--- config.mk ---
export PLATFORM = sky130hd
export DESIGN_NAME = rpn_stack_calculator_core
export DESIGN_NICKNAME = d
export VERILOG_FILES = /design/src/hdl/rpn_pkg.sv /design/src/hdl/rpn_ram.sv /design/src/hdl/rpn_front.sv /design/src/hdl/rpn_back.sv /design/src/hdl/rpn_stack_calculator_core.sv
export SDC_FILE = /design/constraint.sdc
export NUM_CORES = 2
export LEC_CHECK = 0
export ABC_AREA = 0
export ABC_CLOCK_PERIOD_IN_PS = 13300
export BUFFER_PORTS_ARGS = -buffer_cell sky130_fd_sc_hd__buf_2
export CORE_ASPECT_RATIO = 1.75
export CORE_MARGIN = 4
export CORE_UTILIZATION = 45
export CTS_CLUSTER_SIZE = 10
export DETAILED_ROUTE_END_ITERATION = 10
export SLEW_MARGIN = 25
export SYNTH_ARGS = -nofsm -noshare
export SYNTH_HDL_FRONTEND = slang
export SYNTH_SLANG_ARGS = --single-unit
--- constraint.sdc ---
create_clock -name clock -period 13.3 [get_ports clock]
set_input_delay 1.33 -clock clock [delete_from_list [all_inputs] [get_ports clock]]
set_output_delay 1.33 -clock clock [all_outputs]
set_load 0.01 [all_outputs]
--- src/hdl/rpn_pkg.sv ---
// Package for the RPN stack calculator: command codes, status codes and the
// queue entry type shared by the front end and the execution back end.
// No dependencies.
package rpn_pkg;

   localparam int unsigned StackDepthDefault = 64;
   localparam int unsigned FuncWidth = 3;
   localparam int unsigned NumberWidth = 31;
   localparam int unsigned ValueWidth = 32;
   localparam int unsigned StatusWidth = 2;

   typedef enum logic [FuncWidth-1:0] {
      FUNC_PUSH = 3'd0,
      FUNC_ADD  = 3'd1,
      FUNC_SUB  = 3'd2,
      FUNC_MUL  = 3'd3,
      FUNC_DIV  = 3'd4,
      FUNC_GET  = 3'd5,
      FUNC_DUP  = 3'd6,
      FUNC_NOP  = 3'd7
   } func_type;

   typedef enum logic [StatusWidth-1:0] {
      ST_OK      = 2'd0,
      ST_FEW     = 2'd1,
      ST_DIVZERO = 2'd2,
      ST_FULL    = 2'd3
   } status_type;

   // One classified command handed from the front end to the back end
   typedef struct packed {
      func_type               func;
      logic [NumberWidth-1:0] number;
   } cmd_type;

endpackage

--- src/hdl/rpn_ram.sv ---
// Generic single-port-write, single-port-read RAM with registered read data.
// No dependencies.
module rpn_ram #(
   parameter int unsigned WIDTH = 32,
   parameter int unsigned DEPTH = 64
) (
   input  logic                     clock,
   input  logic                     wr_en,
   input  logic [$clog2(DEPTH)-1:0] wr_addr,
   input  logic [WIDTH-1:0]         wr_data,
   input  logic [$clog2(DEPTH)-1:0] rd_addr,
   output logic [WIDTH-1:0]         rd_data
);

   logic [WIDTH-1:0] mem [DEPTH];

   // Write port and registered read
   always_ff @(posedge clock) begin
      if (wr_en) begin
         mem[wr_addr] <= wr_data;
      end
      rd_data <= mem[rd_addr];
   end

endmodule

--- src/hdl/rpn_front.sv ---
// Front end: accepts commands, maps them to the command type and keeps a
// two-entry queue toward the back end. Depends on rpn_pkg.
module rpn_front (
   input  logic                               clock,
   input  logic                               reset,
   input  logic                               in_valid,
   output logic                               in_ready,
   input  logic [rpn_pkg::FuncWidth-1:0]      in_func,
   input  logic [rpn_pkg::NumberWidth-1:0]    in_number,
   output logic                               q_valid,
   input  logic                               q_ready,
   output rpn_pkg::cmd_type                   q_cmd
);

   rpn_pkg::cmd_type slot_ff [2];
   rpn_pkg::cmd_type slot_in [2];
   logic [1:0] cnt_ff, cnt_in;
   logic       push, pop;

   assign in_ready = (cnt_ff != 2'd2);
   assign push     = in_valid && in_ready;
   assign q_valid  = (cnt_ff != 2'd0);
   assign pop      = q_valid && q_ready;
   assign q_cmd    = slot_ff[0];

   // Queue next state: shift on pop, write behind the last valid entry
   always_comb begin
      rpn_pkg::cmd_type c;
      c.func   = rpn_pkg::func_type'(in_func);
      c.number = in_number;
      slot_in  = slot_ff;
      cnt_in   = cnt_ff;
      if (pop) begin
         slot_in[0] = slot_ff[1];
         cnt_in     = cnt_in - 2'd1;
      end
      if (push) begin
         slot_in[cnt_in[0]] = c;
         cnt_in = cnt_in + 2'd1;
      end
   end

   always_ff @(posedge clock) begin
      if (reset) begin
         cnt_ff <= '0;
      end else begin
         cnt_ff <= cnt_in;
      end
      slot_ff <= slot_in;
   end

endmodule

--- src/hdl/rpn_back.sv ---
// Back end: executes commands against the operand stack RAM, with a
// bit-serial divider, and holds the result in an output register.
// Depends on rpn_pkg and rpn_ram.
module rpn_back #(
   parameter int unsigned STACK_DEPTH = rpn_pkg::StackDepthDefault
) (
   input  logic                              clock,
   input  logic                              reset,
   input  logic                              q_valid,
   output logic                              q_ready,
   input  rpn_pkg::cmd_type                  q_cmd,
   output logic                              out_valid,
   input  logic                              out_ready,
   output logic [rpn_pkg::ValueWidth-1:0]    out_value,
   output logic                              out_shown,
   output logic [rpn_pkg::StatusWidth-1:0]   out_status
);

   localparam int unsigned AW = $clog2(STACK_DEPTH);
   localparam int unsigned CW = $clog2(STACK_DEPTH + 1);
   localparam int unsigned VW = rpn_pkg::ValueWidth;
   localparam logic [CW-1:0] FULL = CW'(STACK_DEPTH);
   localparam logic [5:0] LAST_BIT = 6'(VW - 1);

   typedef enum logic [2:0] {
      S_IDLE, S_RD_B, S_RD_A, S_EXEC, S_DIV, S_MUL, S_DONE
   } state_type;

   state_type           state_ff;
   rpn_pkg::cmd_type    cmd_ff;
   logic [CW-1:0]       count_ff;
   logic [VW-1:0]       b_ff, r_ff, rem_ff, quo_ff;
   logic [5:0]          bit_ff;
   logic                neg_ff;
   logic                ov_ff;
   logic [VW-1:0]       val_ff;
   logic                shown_ff;
   rpn_pkg::status_type st_ff;

   logic                wr_en;
   logic [AW-1:0]       wr_addr, rd_addr;
   logic [VW-1:0]       wr_data, rd_data;

   rpn_ram #(.WIDTH(VW), .DEPTH(STACK_DEPTH)) u_ram (
      .clock  (clock),
      .wr_en  (wr_en),
      .wr_addr(wr_addr),
      .wr_data(wr_data),
      .rd_addr(rd_addr),
      .rd_data(rd_data)
   );

   assign q_ready    = (state_ff == S_IDLE) && !ov_ff;
   assign out_valid  = ov_ff;
   assign out_value  = val_ff;
   assign out_shown  = shown_ff;
   assign out_status = st_ff;

   // Read address: top of stack first, then the entry below it
   always_comb begin
      rd_addr = AW'(count_ff - CW'(1));
      if (state_ff == S_RD_B) begin
         rd_addr = AW'(count_ff - CW'(2));
      end
   end

   // Remainder step of the restoring divider on magnitudes
   logic [VW:0]   trial;
   logic [VW-1:0] ub;
   assign ub    = b_ff[VW-1] ? (VW'(0) - b_ff) : b_ff;
   assign trial = {rem_ff, quo_ff[VW-1]} - {1'b0, ub};

   // Stack writes: push, duplicate and arithmetic write-back
   always_comb begin
      wr_en   = 1'b0;
      wr_addr = AW'(count_ff);
      wr_data = {1'b0, cmd_ff.number};
      if (state_ff == S_EXEC && cmd_ff.func == rpn_pkg::FUNC_PUSH && count_ff != FULL) begin
         wr_en = 1'b1;
      end else if (state_ff == S_RD_A && cmd_ff.func == rpn_pkg::FUNC_DUP) begin
         wr_en   = 1'b1;
         wr_data = rd_data;
      end else if (state_ff == S_DONE && !ov_ff) begin
         wr_en   = 1'b1;
         wr_addr = AW'(count_ff - CW'(1));
         wr_data = r_ff;
      end
   end

   // Sequencer with registered result
   always_ff @(posedge clock) begin
      if (reset) begin
         state_ff <= S_IDLE;
         count_ff <= '0;
         ov_ff    <= 1'b0;
      end else begin
         if (ov_ff && out_ready) begin
            ov_ff <= 1'b0;
         end
         unique case (state_ff)
            S_IDLE: begin
               if (q_valid && !ov_ff) begin
                  cmd_ff   <= q_cmd;
                  val_ff   <= '0;
                  shown_ff <= 1'b0;
                  st_ff    <= rpn_pkg::ST_OK;
                  state_ff <= S_EXEC;
               end
            end
            S_EXEC: begin
               state_ff <= S_IDLE;
               ov_ff    <= 1'b1;
               case (cmd_ff.func)
                  rpn_pkg::FUNC_PUSH: begin
                     if (count_ff == FULL) st_ff <= rpn_pkg::ST_FULL;
                     else count_ff <= count_ff + CW'(1);
                  end
                  rpn_pkg::FUNC_ADD, rpn_pkg::FUNC_SUB,
                  rpn_pkg::FUNC_MUL, rpn_pkg::FUNC_DIV: begin
                     if (count_ff < CW'(2)) st_ff <= rpn_pkg::ST_FEW;
                     else begin
                        ov_ff    <= 1'b0;
                        state_ff <= S_RD_B;
                     end
                  end
                  rpn_pkg::FUNC_GET, rpn_pkg::FUNC_DUP: begin
                     if (count_ff == '0) st_ff <= rpn_pkg::ST_FEW;
                     else if (cmd_ff.func == rpn_pkg::FUNC_DUP && count_ff == FULL)
                        st_ff <= rpn_pkg::ST_FULL;
                     else begin
                        ov_ff    <= 1'b0;
                        state_ff <= S_RD_A;
                     end
                  end
                  default: ;
               endcase
            end
            S_RD_A: begin
               // rd_data holds the top entry
               state_ff <= S_IDLE;
               ov_ff    <= 1'b1;
               if (cmd_ff.func == rpn_pkg::FUNC_DUP) begin
                  count_ff <= count_ff + CW'(1);
               end else begin
                  count_ff <= count_ff - CW'(1);
                  val_ff   <= rd_data;
                  shown_ff <= 1'b1;
               end
            end
            S_RD_B: begin
               // rd_data holds the top entry (b); next read gives a
               b_ff     <= rd_data;
               state_ff <= S_MUL;
            end
            S_MUL: begin
               if (cmd_ff.func == rpn_pkg::FUNC_DIV) begin
                  if (b_ff == '0) begin
                     st_ff    <= rpn_pkg::ST_DIVZERO;
                     ov_ff    <= 1'b1;
                     state_ff <= S_IDLE;
                  end else begin
                     neg_ff   <= rd_data[VW-1] ^ b_ff[VW-1];
                     quo_ff   <= rd_data[VW-1] ? (VW'(0) - rd_data) : rd_data;
                     rem_ff   <= '0;
                     bit_ff   <= '0;
                     state_ff <= S_DIV;
                  end
               end else begin
                  case (cmd_ff.func)
                     rpn_pkg::FUNC_ADD: r_ff <= rd_data + b_ff;
                     rpn_pkg::FUNC_SUB: r_ff <= rd_data - b_ff;
                     default:           r_ff <= VW'(rd_data * b_ff);
                  endcase
                  count_ff <= count_ff - CW'(1);
                  state_ff <= S_DONE;
               end
            end
            S_DIV: begin
               // One quotient bit per cycle
               if (!trial[VW]) begin
                  rem_ff <= trial[VW-1:0];
                  quo_ff <= {quo_ff[VW-2:0], 1'b1};
               end else begin
                  rem_ff <= {rem_ff[VW-2:0], quo_ff[VW-1]};
                  quo_ff <= {quo_ff[VW-2:0], 1'b0};
               end
               bit_ff <= bit_ff + 6'd1;
               if (bit_ff == LAST_BIT) begin
                  if (!trial[VW]) r_ff <= neg_ff ? (VW'(0) - {quo_ff[VW-2:0], 1'b1})
                                                 : {quo_ff[VW-2:0], 1'b1};
                  else r_ff <= neg_ff ? (VW'(0) - {quo_ff[VW-2:0], 1'b0})
                                      : {quo_ff[VW-2:0], 1'b0};
                  count_ff <= count_ff - CW'(1);
                  state_ff <= S_DONE;
               end
            end
            S_DONE: begin
               // Write-back of r happens here (count already decremented)
               val_ff   <= r_ff;
               shown_ff <= 1'b1;
               ov_ff    <= 1'b1;
               state_ff <= S_IDLE;
            end
            default: state_ff <= S_IDLE;
         endcase
      end
   end

endmodule

--- src/hdl/rpn_stack_calculator_core.sv ---
// Top level of the RPN stack calculator: front-end queue plus execution back end.
// Depends on rpn_pkg, rpn_front, rpn_back.
//
// Each command yields one response. The back end works on one command at a time:
// push, the unused code and errors found at decode (too few operands, stack full)
// are answered from decode; get and duplicate first read the top entry; add,
// subtract, multiply and divide read both operands and write back the result.
// Divide by zero is found after both reads, and divide runs the bit-serial
// restoring divider that produces one quotient bit per cycle. A stalled
// response holds the back end for as long as it waits.
// The operand stack is a RAM with registered read, so operands are fetched one
// per cycle. A two-entry queue lets commands be taken while the back end works.
// The stack RAM needs no clearing after reset; only the entry count is reset.
module rpn_stack_calculator_core #(
   parameter int unsigned STACK_DEPTH = rpn_pkg::StackDepthDefault
) (
   input  logic        clock,
   input  logic        reset,
   input  logic        req_tvalid,
   output logic        req_tready,
   input  logic [39:0] req_tdata,   // [2:0] func, [33:3] number, [39:34] zero
   output logic        rsp_tvalid,
   input  logic        rsp_tready,
   output logic [39:0] rsp_tdata    // [31:0] value, [32] shown, [34:33] status
);

   logic             q_valid, q_ready;
   rpn_pkg::cmd_type q_cmd;
   logic [31:0]      value;
   logic             shown;
   logic [1:0]       status;

   rpn_front u_front (
      .clock    (clock),
      .reset    (reset),
      .in_valid (req_tvalid),
      .in_ready (req_tready),
      .in_func  (req_tdata[2:0]),
      .in_number(req_tdata[33:3]),
      .q_valid  (q_valid),
      .q_ready  (q_ready),
      .q_cmd    (q_cmd)
   );

   rpn_back #(.STACK_DEPTH(STACK_DEPTH)) u_back (
      .clock     (clock),
      .reset     (reset),
      .q_valid   (q_valid),
      .q_ready   (q_ready),
      .q_cmd     (q_cmd),
      .out_valid (rsp_tvalid),
      .out_ready (rsp_tready),
      .out_value (value),
      .out_shown (shown),
      .out_status(status)
   );

   assign rsp_tdata = {5'd0, status, shown, value};

endmodule

== Word level (Yosys, flattened, before mapping) ==
Memory sizes are Yosys's and may differ from the RTL's. A register that Yosys moved wholly into a read port is not among the register bits.
Cells that the tools add are included.

* Flip-flop bits (word level): 285
* RAM bits: 2,048
* Output and inout port bits: 42
* Logic and storage cells: 180
* Memories: 1

* $add $sub $neg: 13
* Multiply operators: 1
* $lt $le $gt $ge: 3
* Equality and inequality tests: 29
* Multiplexer cells: 77
* Bitwise gates (word level): 4
* Reductions and logical operators: 33

{| class="wikitable"
|+ Memory list
! name !! words !! bits a word !! rd ports !! clocked after Yosys merged registers in !! write ports !! RTL line !! text
|-
| u_back.u_ram.mem || 64 || 32 || 1 || 1 || 1 || rpn_ram.sv:15 || <nowiki>logic [WIDTH-1:0] mem [DEPTH];</nowiki>
|}

{| class="wikitable"
|+ Operators by type and width
! kind !! number
|-
| $mux W32 || 17
|-
| $pmux W32 S2 || 4
|-
| $sub A1 B32 Y32 const A || 4
|-
| $pmux W32 S3 || 1
|-
| $bwmux W68 || 1
|-
| $mux W34 || 2
|-
| $mux W68 || 1
|-
| $mux W6 || 6
|-
| $mux W7 || 5
|-
| $demux W34 S1 || 1
|-
| $sub A33 B32 Y33 || 1
|-
| $add A32 B32 Y32 || 1
|-
| $logic_not A32 Y1 || 1
|-
| $mul A32 B32 Y32 || 1
|-
| $sub A32 B32 Y32 || 1
|-
| $pmux W7 S4 || 1
|-
| $mux W2 || 10
|-
| $eq A3 B3 Y1 const B || 6
|-
| $reduce_and A4 Y1 || 4
|-
| $mux W1 || 15
|-
| $mux W3 || 5
|-
| $pmux W3 S5 || 1
|-
| $ne A2 B2 Y1 const B || 7
|-
| $eq A3 B2 Y1 const B || 4
|-
| other kinds (37) || 60
|}

== Logic depth before layout (Yosys ltp) ==
* Depth after elaboration: 11
* Gate-level depth with buffers: 28
* Depth with buffers taken out: 26

== Cells and area by module ==
Synthesis repeated with hierarchy kept, for this count alone.

* Cells, all modules: 7,173
* Area, all modules: 113,365.0 um^2

{| class="wikitable"
|+ By module, submodules not included
! module !! instances !! cells an instance !! area an instance (um^2) !! sequential area each (um^2)
|-
| rpn_ram || 1 || 3,511 || 79,039.6 || 62,139.6
|-
| rpn_back || 1 || 3,455 || 31,164.9 || 6,346.1
|-
| rpn_front || 1 || 200 || 3,111.7 || 1,741.7
|-
| rpn_stack_calculator_core || 1 || 7 || 48.8 || 0.0
|}

== Worst setup path after synthesis ==
No wires, ideal clock.

* Path kind: register -> register
* From: register u_back.b_ff[0]
* To: register u_back.bit_ff[0] (enable)
* Library setup time: 0.602 ns
* Arrival: 7.355 ns
* Slack: 5.342 ns
* Cell stages (with the launch flop): 15
* Path buffers: 2
* Clock period less this slack: 7.958 ns
* Cell sequence: edfxtp_1 > clkbuf_1 > inv_1 > ha_1 > or3b_1 > or3_1 > or3_4 > or3_4 > nor3_2 > nand2_1 > or3_1 > buf_2 > or3b_4 > nand3_1 > a211oi_1

* Longest elaborated chain between the ends: 3

{| class="wikitable"
|+ RTL lines
! what !! RTL line !! text
|-
| start: declaration || rpn_back.sv:32 || <nowiki>logic [VW-1:0] b_ff, r_ff, rem_ff, quo_ff;</nowiki>
|-
| start signal: assignment || rpn_back.sv:152 || <nowiki>b_ff <= rd_data;</nowiki>
|-
| $logic_not A32 Y1 || rpn_back.sv:157 || <nowiki>if (b_ff == '0) begin</nowiki>
|-
| $ne A2 B2 Y1 (no line) || n/a ||
|-
| $reduce_and A4 Y1 (no line) || n/a ||
|-
| end signal: assignment || rpn_back.sv:187 || <nowiki>bit_ff <= bit_ff + 6'd1;</nowiki>
|-
| end: declaration || rpn_back.sv:33 || <nowiki>logic [5:0] bit_ff;</nowiki>
|}

No other way between the ends.
A chain may end at the register's enable or synchronous reset.

== Worst setup path in the final report ==
* From: register u_back.b_ff[4]
* To: register u_back.r_ff[31] (data pin)

* Longest elaborated chain between the ends: 6
* Elaborated cells between the ends (all ways): 11

{| class="wikitable"
|+ RTL lines
! what !! RTL line !! text
|-
| branches (longest 5 deep; another with $mul A32 B32 Y32) || n/a ||
|-
| $pmux W32 S2 (*) || rpn_back.sv:100 || <nowiki>unique case (state_ff)</nowiki>
|-
| end signal: assignment || rpn_back.sv:172 || <nowiki>default: r_ff <= VW'(rd_data * b_ff);</nowiki>
|-
| end signal: assignment || rpn_back.sv:189 || <nowiki>if (!trial[VW]) r_ff <= neg_ff ? (VW'(0) - {quo_ff[VW-2:0], 1'b1})</nowiki>
|-
| end signal: assignment || rpn_back.sv:191 || <nowiki>else r_ff <= neg_ff ? (VW'(0) - {quo_ff[VW-2:0], 1'b0})</nowiki>
|-
| end: declaration || rpn_back.sv:32 ||
|}

Every way passes the cells marked *. The select of a mux whose other input is x is not followed.

==> results.md <==
- Outcome: finished clean
- Area share of fa/ha/maj cells after synthesis: 9.50%
- ANT nets after route: 0
- Starting Density: a little under half
- H-tree levels: 5
- Synth warn: 0
- Largest net degree at the start of global routing: around 140
- Antenna violations before repair: 8
- Clock slew at reported path FFs: 0.06 ns
- Post-synthesis simple-gate area fraction: 6.09%
- Hpwl dp: 197000 µm
- Port bufs: 74
- EDFF count, synth: approximately 2300
- Cells after synthesis: 7011
- Slew @ Worst Pin: 1.17 ns
- Synth-to-layout area growth: 11.8%
- Nets: 7819
- Gpl congestion: 0.954
- Slew HR: 21.9%
- Clk_skew: ~0.068 ns
- Fill cells: just over 20000
- Iter 0 DRT Violations: between 4000 and 5000
- Min-delay worst type: reg -> reg
- Setup TNS Final: 0 ns
- Post-synthesis sequential area ratio: around 62%
- CTS tree: yes
- Synth Cell Area: 113000 µm²
- Final WL: 303000 µm
- Max-Cap Viols: 0
- Final instance area: 126000 µm²
- Grt ovf: 0
- Rows: 243
- CORE AREA: between 200000 and 250000 µm²
- Vias in the first global route: 65600
- WHS: about 0.43 ns
- Layout cells sized above 1: 17.9%
- Startpoint types: flip-flop
- Synth Area in Compound Gates: 4.39%
- Final Critical Period: 8.68 ns
- First-pass DRT Iterations: 6
- Max Fclk: 0.115 GHz
- CTS Hold Buffers Added: 0
- WL per Instance: 28.7 µm
- Largest family of logic cells by synthesized area: multiplexers
- Multiplexer area fraction after synthesis: 12.8%
- Reg-to-reg setup timing slack: 4.62 ns
- Synthesized flop and latch total: 2365
- Top FF cell, synth: edfxtp_1
- Via density per instance: 5.82
- RSZ-0062 raised after global routing: no
- Crit Path Max Fanout: 20
- Final hold vios: 0
- Crit end category: flip-flop
- CTS max path bufs: 4
- First-pass GRT wire length: 444000 µm
- WS Path Type: reg -> reg
- Most frequent cells in the layout: edfxtp_1, mux4_2, inv_1
- Critical Path AT: 9.23 ns
- Die Y: between 600 and 700 µm
- Most common cell after layout, fill and taps aside: edfxtp_1
- Die width: 387 µm
- Clock Sinks: 2365
- Top-Level Pins: 86
- Synth Area in XOR/XNOR: ~2.1%
- DRC Markers: 0
- Resized cells post-CTS: 0
- Number of library cell types mapped by synthesis: 79
- Root buffer cell: clkbuf_16
- Placed cell area: between 100000 and 150000 µm²
- GRT Overall Usage: 23.2%
- Post-CTS Setup Bufs: 0
- Final Setup Violations: 0
- Max-slew violation count: 0
- Skew-Pair Late Insertion Delay: 0.86 ns
- WP data required: 13.86 ns
- FFs w/ async S/R, synth: 0%
- Inserted Clock Buffers: 280
- Die area: approximately 260000 µm²
- Fin crit share: 65.2%
- Synthesized area per cell: 16.1 µm²
- Vias: 61500
-- worst paths after layout --
kind / start / end / depth (start not counted)
max: u_back.b_ff[4]$_DFFE_PP_ / u_back.r_ff[31]$_DFFE_PP_ / 23
min: u_front.q_cmd[13]$_DFF_P_ / u_back.cmd_ff[13]$_DFFE_PP_ / 0
max reg2reg: u_back.b_ff[4]$_DFFE_PP_ / u_back.r_ff[31]$_DFFE_PP_ / 23
min reg2reg: u_front.q_cmd[13]$_DFF_P_ / u_back.cmd_ff[13]$_DFFE_PP_ / 0
-- worst max-delay path, stage by stage (launching register included) --
cell and delay, ns:
edfxtp_1 0.81, buf_4 0.43, and2_1 0.20, fa_1 0.40
inv_1 0.08, fa_1 0.44, fa_1 0.47, fa_1 0.54
inv_1 0.05, fa_1 0.49, fa_1 0.61, fa_1 0.45
fa_1 0.54, ha_1 0.42, o21a_1 0.15, o21ai_0 0.10
o21bai_1 0.31, nor3_1 0.11, a211oi_2 0.71, a41oi_1 0.26
o21bai_1 0.21, a21oi_1 0.12, xnor2_1 0.30, o221ai_1 0.15
-- synth_stat cells (5+ instances only) --
master / n / area (µm²)
o41ai_1: 12 / 105
or3_4: 6 / 67.6
nand3b_1: 7 / 52.6
xnor2_1: 118 / 1030
nand2_1: 377 / 1420
and3_1: 12 / 75.1
and2_1: 312 / 1950
or4_1: 16 / 120
ha_1: 201 / 2510
nor2b_1: 152 / 951
buf_4: 6 / 45.0
buf_1: 51 / 191
edfxtp_1: 2286 / 68600
nand4_1: 8 / 50.1
clkbuf_1: 317 / 1190
o31ai_1: 32 / 240
a211o_1: 5 / 43.8
inv_1: 420 / 1580
nand2b_1: 23 / 144
nor2_1: 320 / 1200
fa_1: 410 / 8210
a31oi_1: 19 / 119
a21oi_1: 281 / 1410
dfxtp_1: 79 / 1580
nor4_1: 11 / 68.8
a211oi_1: 152 / 1140
o21a_1: 18 / 135
buf_2: 50 / 250
mux4_2: 544 / 12300
a32oi_1: 7 / 61.3
mux2i_1: 219 / 2190
o21bai_1: 9 / 67.6
a21o_1: 32 / 240
nand3_1: 24 / 120
o21ai_0: 123 / 616
o22ai_1: 38 / 238
o211ai_1: 9 / 67.6
xor2_1: 151 / 1320
or3_1: 33 / 206
or2_2: 15 / 93.8
a41oi_1: 5 / 43.8
nor3_1: 29 / 145
-- flip-flops by register name (all words and copies together) (netlist names), 2 cells and up, named ones only --
name / flops
u_back.out_value: 32
u_back.r_ff: 32
u_back.state_ff: 3
u_back.cmd_ff: 34
u_back.b_ff: 32
u_back.count_ff: 7
u_back.out_status: 2
u_back.u_ram.rd_data: 32
u_back.bit_ff: 6
u_front.cnt_ff: 2
u_back.rem_ff: 32
u_back.quo_ff: 32
u_back.u_ram.mem: 2048
u_front.q_cmd: 34
-- metal layers --
layer	GRT usage [%]	wire length, µm	vias to the layer above
met1	25.6	106000	32500
met4	12.2	18500	2
met2	43.6	166000	1799
met3	2.90	12700	730
met5	0	13	-
li1	-	-	26500
-- layout make-up --
type	instances	area [µm²]	share of cell area, %
flip-flops and latches	2365	70200	55.7
multi-input cells	3806	40300	31.9
clock buffers	361	7530	5.97
well taps	3307	4140	3.28
repair buffers	291	2180	1.73
inverters	420	1580	1.25
clock inverters	16	199	0.158
diodes	4	10.0	0.00794
-- logic make-up (layout without fill, tap and decap cells) --
group | count (synthesis) | in the layout
and+or+nand+nor | 1369 | 1369
DFF | 2365 | 2365
muxes | 765 | 765
other | 1 | 9
buffers and inverters | 844 | 1088
AOI/OAI and AO/OA | 787 | 787
adders and majority gates | 611 | 611
xor gates and xnor gates | 269 | 269
-- stage by stage --
| step | cells | worst slack, ns | util [%] |
|---|---|---|---|
| global placement | 10200 | 4.44 | 47.3 |
| detailed placement | 10200 | 4.78 | 47.4 |
| CTS | 10600 | 4.77 | 50.5 |
| global route | 10600 | 4.44 | 50.5 |
| floorplan | 7015 | 5.34 | - |
| finish | 10600 | 4.62 | 50.5 |
Power is not shown: default switching activity piles up to over one toggle a cycle in this logic, so the estimate is an artifact.
